**config.mk**
```make
export PLATFORM = sky130hd
export DESIGN_NAME = line_sprite_select_sorted_unit
export DESIGN_NICKNAME = d
export VERILOG_FILES = /design/src/design/lss_pkg.sv /design/src/design/line_sprite_select_sorted_unit.sv /design/src/design/lss_cell.sv
export SDC_FILE = /design/constraint.sdc
export NUM_CORES = 1
export LEC_CHECK = 0
export BUFFER_PORTS_ARGS = -buffer_cell sky130_fd_sc_hd__buf_2
export CORE_AREA = 2 2 183 185
export DETAILED_ROUTE_END_ITERATION = 6
export DIE_AREA = 0 0 185 187
export PLACE_DENSITY = 0.89
export SLEW_MARGIN = 20
export SYNTH_ARGS = -nofsm -noshare
export SYNTH_HDL_FRONTEND = slang
export SYNTH_SLANG_ARGS = --single-unit
```
**constraint.sdc**
```tcl
create_clock -name clk -period 6.6 [get_ports clk]
set_clock_uncertainty 0.1 [all_clocks]
set_input_delay 0.33 -clock clk [delete_from_list [all_inputs] [get_ports clk]]
set_output_delay 0.33 -clock clk [all_outputs]
set_load 0.005 [all_outputs]
```
**src/design/lss_pkg.sv**
```systemverilog
package lss_pkg;

	// One held sprite entry
	typedef struct packed {
		logic [7:0] y;
		logic [7:0] x;
		logic [7:0] tile;
		logic [7:0] flags;
	} entry_t;

	// Per-cycle command broadcast to every cell of the chain
	typedef struct packed {
		logic insert;  // place the new entry, shift larger x one cell right
		logic drain;   // shift every entry one cell left toward the output
	} cell_ctl_t;

	// Scan/emit sequencer
	typedef enum logic [1:0] {
		ST_SCAN = 2'b01,
		ST_EMIT = 2'b10
	} state_t;

	localparam logic [7:0] LINE_OFFSET = 8'd16;
	localparam logic [4:0] HEIGHT_RESET = 5'd8;

endpackage

```
**src/design/line_sprite_select_sorted_unit.sv**
```systemverilog
// An entry is sorted into the cell chain in the same cycle that it is taken.
// After the entry marked last, the list appears on the next cycle, one result per cycle
// while out_stall is low; count results (one if the list is empty), shifted out of cell 0.
// Throughput: one entry per cycle while scanning; input stalls during the emit phase.
// Reset (arst_n low, asynchronous): list empty, scan state, sprite height 8.
// Held entries are not cleared; only the fill count marks them valid.
module line_sprite_select_sorted_unit #(
	parameter int MAX_PER_LINE = 10
) (
	input  logic       clk,
	input  logic       arst_n,
	input  logic       cfg_we,
	input  logic [4:0] cfg_wdata,
	input  logic       in_valid,
	output logic       in_stall,
	input  logic [7:0] line,
	input  logic [7:0] obj_y,
	input  logic [7:0] obj_x,
	input  logic [7:0] obj_tile,
	input  logic [7:0] obj_flags,
	input  logic       last_entry,
	output logic       out_valid,
	input  logic       out_stall,
	output logic [3:0] slot,
	output logic [7:0] sel_y,
	output logic [7:0] sel_x,
	output logic [7:0] sel_tile,
	output logic [7:0] sel_flags,
	output logic [3:0] sel_count,
	output logic       last_of_line
);
	import lss_pkg::*;

	localparam int CW = $clog2(MAX_PER_LINE + 1);

	state_t          state_q;
	logic [4:0]      height_q;
	logic [CW-1:0]   count_q;
	logic [CW-1:0]   slot_q;
	logic [4:0]      count_ext;
	logic [4:0]      slot_ext;
	entry_t          new_e;
	cell_ctl_t       ctl;
	logic            in_acc;
	logic            out_acc;
	logic            hit;
	logic [8:0]      target;
	logic            done;
	entry_t          e_arr [MAX_PER_LINE];
	logic            below_arr [MAX_PER_LINE];

	assign new_e = '{y: obj_y, x: obj_x, tile: obj_tile, flags: obj_flags};

	// visibility test, 9-bit sums
	assign target = {1'b0, line} + {1'b0, LINE_OFFSET};
	assign hit = (obj_x != 8'd0) && (count_q < CW'(MAX_PER_LINE)) &&
		({1'b0, obj_y} <= target) &&
		(({1'b0, obj_y} + {4'd0, height_q}) > target);

	// handshakes
	assign in_stall  = (state_q != ST_SCAN);
	assign out_valid = (state_q == ST_EMIT);
	assign in_acc    = in_valid && !in_stall;
	assign out_acc   = out_valid && !out_stall;
	assign done      = (count_q == '0) || (slot_q + CW'(1) == count_q);

	assign ctl.insert = in_acc && hit;
	assign ctl.drain  = out_acc && (count_q != '0);

	// cell chain
	for (genvar i = 0; i < MAX_PER_LINE; i++) begin : g_cell
		entry_t left_e;
		logic   left_below;
		entry_t right_e;
		if (i == 0) begin : g_first
			assign left_e     = new_e;
			assign left_below = 1'b1;
		end else begin : g_mid
			assign left_e     = e_arr[i-1];
			assign left_below = below_arr[i-1];
		end
		if (i == MAX_PER_LINE - 1) begin : g_last
			assign right_e = '0;
		end else begin : g_inner
			assign right_e = e_arr[i+1];
		end
		lss_cell #(.IDX(i), .CW(CW)) u_cell (
			.clk       (clk),
			.count     (count_q),
			.ctl       (ctl),
			.new_e     (new_e),
			.left_e    (left_e),
			.left_below(left_below),
			.right_e   (right_e),
			.e_q       (e_arr[i]),
			.below     (below_arr[i])
		);
	end

	// config register
	always_ff @(posedge clk or negedge arst_n) begin
		if (!arst_n) begin
			height_q <= HEIGHT_RESET;
		end else if (cfg_we) begin
			height_q <= cfg_wdata;
		end
	end

	// sequencer, fill count and slot counter
	always_ff @(posedge clk or negedge arst_n) begin
		if (!arst_n) begin
			state_q <= ST_SCAN;
			count_q <= '0;
			slot_q  <= '0;
		end else begin
			unique case (state_q)
				ST_SCAN: begin
					if (in_acc) begin
						if (hit) begin
							count_q <= count_q + CW'(1);
						end
						if (last_entry) begin
							state_q <= ST_EMIT;
						end
					end
				end
				ST_EMIT: begin
					if (out_acc) begin
						if (done) begin
							state_q <= ST_SCAN;
							count_q <= '0;
							slot_q  <= '0;
						end else begin
							slot_q <= slot_q + CW'(1);
						end
					end
				end
				default: begin
					state_q <= ST_SCAN;
				end
			endcase
		end
	end

	// entry fields come from cell 0 (zero for an empty list); slot, count and last from the counters
	assign count_ext    = 5'(count_q);
	assign slot_ext     = 5'(slot_q);
	assign slot         = slot_ext[3:0];
	assign sel_count    = count_ext[3:0];
	assign last_of_line = done;
	assign sel_y        = (count_q == '0) ? 8'd0 : e_arr[0].y;
	assign sel_x        = (count_q == '0) ? 8'd0 : e_arr[0].x;
	assign sel_tile     = (count_q == '0) ? 8'd0 : e_arr[0].tile;
	assign sel_flags    = (count_q == '0) ? 8'd0 : e_arr[0].flags;

	// checks
	a_count_max: assert property (@(posedge clk) disable iff (!arst_n)
		count_q <= CW'(MAX_PER_LINE))
		else $error("fill count above list depth");

	a_slot_range: assert property (@(posedge clk) disable iff (!arst_n)
		(out_valid && count_q != '0) |-> (slot_q < count_q))
		else $error("slot beyond list");

	a_line_end: assert property (@(posedge clk) disable iff (!arst_n)
		(out_acc && last_of_line) |=> (count_q == '0 && !out_valid && slot_q == '0))
		else $error("list not cleared after final result");

	a_no_insert_emit: assert property (@(posedge clk) disable iff (!arst_n)
		out_valid |-> !ctl.insert)
		else $error("insert during emit");

endmodule

```
**src/design/lss_cell.sv**
```systemverilog
module lss_cell #(
	parameter int IDX = 0,
	parameter int CW = 4
) (
	input  logic              clk,
	input  logic [CW-1:0]     count,
	input  lss_pkg::cell_ctl_t ctl,
	input  lss_pkg::entry_t   new_e,
	input  lss_pkg::entry_t   left_e,
	input  logic              left_below,
	input  lss_pkg::entry_t   right_e,
	output lss_pkg::entry_t   e_q,
	output logic              below
);
	import lss_pkg::*;

	logic occupied;

	// cell is part of the list when its index is under the fill count
	assign occupied = CW'(IDX) < count;
	// new entry sorts after this one (ties keep scan order)
	assign below = occupied && (e_q.x <= new_e.x);

	// insert: first cell not below takes the new entry, later ones take left neighbor
	// drain: take right neighbor
	always_ff @(posedge clk) begin
		if (ctl.insert && !below) begin
			e_q <= left_below ? new_e : left_e;
		end else if (ctl.drain) begin
			e_q <= right_e;
		end
	end

endmodule

```
==> flow_metrics.env, run 1 <==
export IMPL_dr_pass1_iters=6
export IMPL_critPathKind="reg -> reg"
export IMPL_p_leak_uw=0.00797
export IMPL_die_area_um2=34600
export IMPL_cts_root_buf="clkbuf_16"
export IMPL_netlist_instances=1639
export IMPL_async_flop_share_pct=4.48
export IMPL_fillers=2130
export IMPL_routed_wl_mm=50.4
export IMPL_reg2reg_to="g_cell[2].u_cell.e_q[7]"
export IMPL_ys_ff_latch=335
export IMPL_crit_path_start_kind="register"
export IMPL_syn_cell_area_um2=20300
export IMPL_syn_nets=1789
export IMPL_crit_buf_inv=4
export IMPL_vias_per_cell=6.75
export IMPL_hp_class="in -> reg"
export IMPL_grt_max_degree=66
export IMPL_synth_avg_cell_area_um2=12.4
export IMPL_grt_total_usage_pct=29.0
export IMPL_num_io_pins=94
export IMPL_ys_warnings_count=0
export IMPL_slew_viol_final=0
export IMPL_relSlewSlack_pct=25.4
export IMPL_coreArea_um2=32900
export IMPL_die_x_um=185
export IMPL_final_min_clock_period_ps=5110
export IMPL_path_clk_slew_ps=60
export IMPL_worst_path_stages=18
export IMPL_multi_input_area_um2=9590
export IMPL_worstReg2RegStart="height_q[0]"
export IMPL_clk_latency_ps=520
export IMPL_tightest_slew_ps=1110
export IMPL_crit_required_ps=6680
export IMPL_io_buffer_count=93
export IMPL_finalSetupViolCount=0
export IMPL_vdd_drop_max_uv=207
export IMPL_antenna_found_initial=3
export IMPL_numCtsBuffers=35
export IMPL_start_util_pct=61.8
export IMPL_whs_ps=13.0
export IMPL_overflow=0
export IMPL_crit_slowest_cell="and4_2"
export IMPL_finalHoldViolCount=0
export IMPL_reg2reg_depth=18
export IMPL_synth_edf_count=320
export IMPL_drc=0
export IMPL_drive_gt1_share_pct=32.9
export IMPL_power_density_nw_per_um2=326
export IMPL_die_h_um=187
export IMPL_clockBufferDepth=3
export IMPL_syn2layout_area_growth_pct=9.13
export IMPL_cts_sinks=335
export IMPL_critPathTopFamily="simple AND/OR/NAND/NOR gates"
export IMPL_final_area_um2=22100
export IMPL_yosysSeqAreaShare_pct=49.2
export IMPL_synth_flop_cell="edfxtp_1"
export IMPL_drt_iter0_markers=1754
export IMPL_rsz0062_at_grt="no"
export IMPL_period_share_pct=77.4
export IMPL_seq_area_um2=9990
export IMPL_endpoint="g_cell[2].u_cell.e_q[7]"
export IMPL_final_antenna_net_count=0
export IMPL_gp_congestion=0.905
export IMPL_rows=67
export IMPL_cts_htree_levels=2
export IMPL_place_area_um2=21000
export IMPL_synth_distinct_cells=65
export IMPL_status="completed"
export IMPL_path_max_fanout=33
export IMPL_grt_pass1_vias=14400
export IMPL_critical_path_arrival_ps=5190
export IMPL_cp_end_kind="register"
export IMPL_min_from="last_entry"
export IMPL_wl_per_cell_um=23.5
export IMPL_cts_resized=0
export IMPL_path_cells="ha_1, inv_1, fa_1, inv_1, a21oi_1, o21ai_0, and2_1, o21ai_0, xnor2_1, ha_1, and4_1, o211ai_1, o211ai_1, and4_2, and2_1, buf_4, nand2b_1, buf_4"
export IMPL_fmax_mhz=196
export IMPL_cap_violations=0
export IMPL_cp_startpoint="height_q[0]"
export IMPL_fin_nets=1819
export IMPL_r2r_slack_ps=1490
export IMPL_dpl_hpwl_mm=34.3
export IMPL_crit_path_max_incr_delay_ps=620
export IMPL_tns_ps=0
export IMPL_vias=14500
export IMPL_grt_pass1_wl_mm=80.0
export IMPL_cts_tree="yes"
## per-stage QoR
stage,total power (uW),setup slack [ps],std cells,utilization [%]
floorplan,4650,511,1639,-
global placement,5120,1560,2073,63.9
detailed placement,5240,1370,2073,63.9
CTS,7140,1570,2138,67.3
global route,7480,1250,2142,67.4
finish,7210,1490,2142,67.4
## worst reg2reg max path: stages, from the launching register on
cell	delay, ps
dfrtp_1	370
ha_1	170
inv_1	60
fa_1	410
inv_1	90
a21oi_1	60
o21ai_0	190
and2_1	200
o21ai_0	100
xnor2_1	160
ha_1	330
and4_1	240
o211ai_1	100
o211ai_1	170
and4_2	620
and2_1	210
buf_4	350
nand2b_1	410
buf_4	410
## cells in the mapped netlist, types with 7 or more instances
cell type | n | area (um^2)
buf_2 | 31 | 155
a21oi_1 | 190 | 951
inv_1 | 37 | 139
and2_1 | 35 | 219
buf_4 | 20 | 150
ha_1 | 98 | 1230
nand3_1 | 73 | 365
clkbuf_1 | 78 | 293
mux2_4 | 10 | 150
nor2_1 | 12 | 45.0
edfxtp_1 | 320 | 9610
mux2i_1 | 52 | 521
o211ai_1 | 10 | 75.1
mux2_1 | 31 | 349
buf_6 | 7 | 78.8
nand2_1 | 24 | 90.1
nand2b_1 | 10 | 62.6
dfrtp_1 | 13 | 325
a31oi_1 | 32 | 200
mux2_2 | 340 | 3830
nand4_1 | 18 | 113
o21ai_0 | 104 | 521
nor2b_1 | 11 | 68.8
xnor2_1 | 7 | 61.3
## timing repair
item,CTS,global route
hold endpoints to repair,20,0
buffers inserted,0,0
hold buffers,6,0
endpoints found under the setup margin,0,0
## cells in the final DEF (no fill, tap or decap), types with 6 or more instances in the layout
cell type        n
mux2_2         340
edfxtp_1       320
a21oi_1        187
o21ai_0        100
ha_1            98
buf_2           93
nand3_1         73
mux2i_1         52
inv_1           37
clkbuf_16       36
and2_1          35
a31oi_1         32
buf_4           32
mux2_1          31
nand2_1         24
nand4_1         18
dfrtp_1         13
nor2_1          12
nor2b_1         11
o211ai_1        10
mux2_4          10
nand2b_1         9
clkinv_2         9
xnor2_1          7
a21o_1           6
clkbuf_1         6
dlygate4sd3_1    6
## how the worst min path moves through the flow
| stage | end | slack (ps) | depth (start not counted) |
|---|---|---|---|
| detailed placement | height_q[4] | 150 | 1 |
| global placement | height_q[4] | 150 | 1 |
| CTS | state_q[1] | 5 | 3 |
| floorplan | height_q[0] | -70 | 0 |
| finish | state_q[1] | 10 | 3 |
| global route | state_q[0] | 50 | 3 |
## sequential cells by signal, indices dropped and copies added, names as in the netlist
register	cells
g_cell.u_cell.e_q	320
height_q	5
sel_count	4
slot	4
state_q	2
## layer usage
| layer | up-vias | wire length, um | GRT usage [%] |
|---|---|---|---|
| met5 | - | 0 | 0 |
| li1 | 6326 | - | - |
| met2 | 1000 | 23800 | 46.7 |
| met4 | 0 | 1700 | 10.8 |
| met3 | 157 | 5450 | 4.83 |
| met1 | 6971 | 19400 | 39.5 |
## report_power, final
part	internal [uW]	switching (uW)	total, uW
Clock	1070	814	1890
Combinational	1070	1420	2490
Sequential	2660	170	2830
Total	4800	2410	7210
## kinds of logic after synthesis
logic type	synth area share, %
buffers and inverters	4.09
xor gates and xnor gates	0.586
and+or+nand+nor	5.66
adders and majority gates	6.14
AOI/OAI and AO/OA	10.4
muxes	23.9
DFF	49.2
## final cells by class
type                            count  share of cell area (%)
Clock buffer                       42                    4.17
Antenna cell                        3                  0.0339
Clock inverter                     17                   0.616
Inverter                           38                   0.644
Tap cell                          448                    2.53
Multi-Input combinational cell   1127                    43.3
Sequential cell                   335                    45.1
Timing Repair Buffer              132                    3.58
No activity file was read; power rests on OpenSTA's default activity.
==> inputs of run 2 (changes only) <==
- clock period: 6.6 -> 4.9 ns (I/O delays scaled with it)
==> flow_metrics.env, run 2 (synthesis results as in run 1) <==
export IMPL_status="completed"
export IMPL_io_buffer_count=93
export IMPL_cts_sinks=335
export IMPL_tightest_slew_ps=991
export IMPL_power_density_nw_per_um2=433
export IMPL_crit_required_ps=5010
export IMPL_min_from="in_valid"
export IMPL_vias=14300
export IMPL_cts_tree="yes"
export IMPL_finalSetupViolCount=0
export IMPL_crit_path_start_kind="register"
export IMPL_path_max_fanout=17
export IMPL_fillers=2050
export IMPL_p_seq_share_pct=39.2
export IMPL_relSlewSlack_pct=33.9
export IMPL_critical_path_arrival_ps=4720
export IMPL_die_x_um=185
export IMPL_routed_wl_mm=48.9
export IMPL_start_util_pct=61.8
export IMPL_final_cells=2169
export IMPL_dpl_hpwl_mm=34.3
export IMPL_grt_max_degree=62
export IMPL_hp_class="in -> reg"
export IMPL_path_clk_slew_ps=60
export IMPL_combPwrFrac_pct=34.9
export IMPL_overflow=0
export IMPL_largestRegisters="g_cell.u_cell.e_q: 320 flops, height_q: 5 flops"
export IMPL_clk_latency_ps=520
export IMPL_grt_total_usage_pct=27.4
export IMPL_slew_viol_final=0
export IMPL_num_io_pins=94
export IMPL_final_min_clock_period_ps=4620
export IMPL_gp_congestion=0.872
export IMPL_antenna_found_initial=3
export IMPL_syn2layout_area_growth_pct=10.3
export IMPL_drt_iter0_markers=1648
export IMPL_wl_per_cell_um=22.6
export IMPL_final_cell_mix="mux2_2 (340), edfxtp_1 (320), a21oi_1 (187)"
export IMPL_final_common_cell="mux2_2"
export IMPL_p_sw_share_pct=33.1
export IMPL_p_switching_uw=3210
export IMPL_vdd_drop_max_uv=234
export IMPL_seq_area_um2=9990
export IMPL_numCtsBuffers=35
export IMPL_rows=67
export IMPL_pre_cts_slack_ps=247
export IMPL_critPathKind="reg -> reg"
export IMPL_cts_htree_levels=2
export IMPL_fmax_mhz=217
export IMPL_rsz0062_at_grt="no"
export IMPL_worstReg2RegStart="height_q[0]"
export IMPL_drc=0
export IMPL_fin_ws_ps=284
export IMPL_dr_pass1_iters=7
export IMPL_final_antenna_net_count=0
export IMPL_total_power_uw=9700
export IMPL_cts_resized=0
export IMPL_cap_violations=0
export IMPL_top_register="g_cell.u_cell.e_q"
export IMPL_multi_input_area_um2=9590
export IMPL_grt_pass1_wl_mm=76.0
export IMPL_place_inst=2091
export IMPL_largest_reg_flops=320
export IMPL_cp_end_kind="register"
export IMPL_clkPwrFrac_pct=25.9
export IMPL_p_leak_uw=0.00810
export IMPL_coreArea_um2=32900
export IMPL_cts_root_buf="clkbuf_16"
export IMPL_die_area_um2=34600
export IMPL_finalHoldViolCount=0
export IMPL_drive_gt1_share_pct=33.3
export IMPL_hold_buffers=17
export IMPL_fin_nets=1848
export IMPL_grt_pass1_vias=14000
export IMPL_clockBufferDepth=3
export IMPL_period_share_pct=94.2
export IMPL_cp_startpoint="height_q[0]"
export IMPL_whs_ps=24.4
export IMPL_die_h_um=187
export IMPL_vias_per_cell=6.58
export IMPL_intPower_uw=6490
export IMPL_postCtsSetupRepairBufs=0
[run 2: metrics by stage]
stage,utilization (%),TNS (ps),area [um^2]
finish,68.1,0,22400
CTS,68.0,0,22300
global placement,64.3,0,21100
floorplan,-,-23230,20300
global route,68.1,0,22400
detailed placement,64.3,0,21100
[run 2: final timing paths]
check / to / slack, ps / depth (start not counted)
min in group asynchronous: slot[0] / 70 / 2
max reg2reg: g_cell[6].u_cell.e_q[26] / 280 / 18
min reg2reg: g_cell[8].u_cell.e_q[5] / 430 / 1
max: g_cell[6].u_cell.e_q[26] / 280 / 18
max in group asynchronous: state_q[0] / 4330 / 2
min: sel_count[0] / 20 / 4
[run 2: cell type report]
| class | count | share of cell area [%] |
|---|---|---|
| diodes | 1 | 0.0112 |
| clock inverters | 17 | 0.609 |
| multi-input cells | 1127 | 42.9 |
| clock buffers | 42 | 4.03 |
| inverters | 38 | 0.637 |
| flip-flops and latches | 335 | 44.6 |
| repair buffers | 161 | 4.70 |
| well taps | 448 | 2.51 |
[run 2: power groups by stage]
stage | registers [uW] | logic, uW | clock network [uW]
floorplan | 3750 | 2510 | 0
global placement | 3820 | 3080 | 0
detailed placement | 3840 | 3230 | 0
CTS | 3790 | 3290 | 2510
global route | 3830 | 3610 | 2610
finish | 3810 | 3380 | 2510
[run 2: layer usage]
layer	vias to the layer above	global-route usage, %	wire length, um	part of all wire [%]
li1	6381	-	-	-
met1	6899	37.4	19600	40
met2	868	45.6	23400	48
met3	114	3.76	4650	9.5
met4	4	8.18	1220	2.5
met5	-	0	21	0.043
[run 2: critical path, stage by stage (launching register included)]
cell	delay [ps]
dfrtp_1	360
ha_1	180
inv_1	60
fa_1	390
inv_1	70
a21oi_1	50
o21ai_0	190
and2_1	190
o21ai_0	100
xnor2_1	150
ha_1	330
and4_1	230
o211ai_1	100
o211ai_1	180
nand4_2	550
a21oi_4	310
buf_4	270
nand2b_1	180
buf_4	290
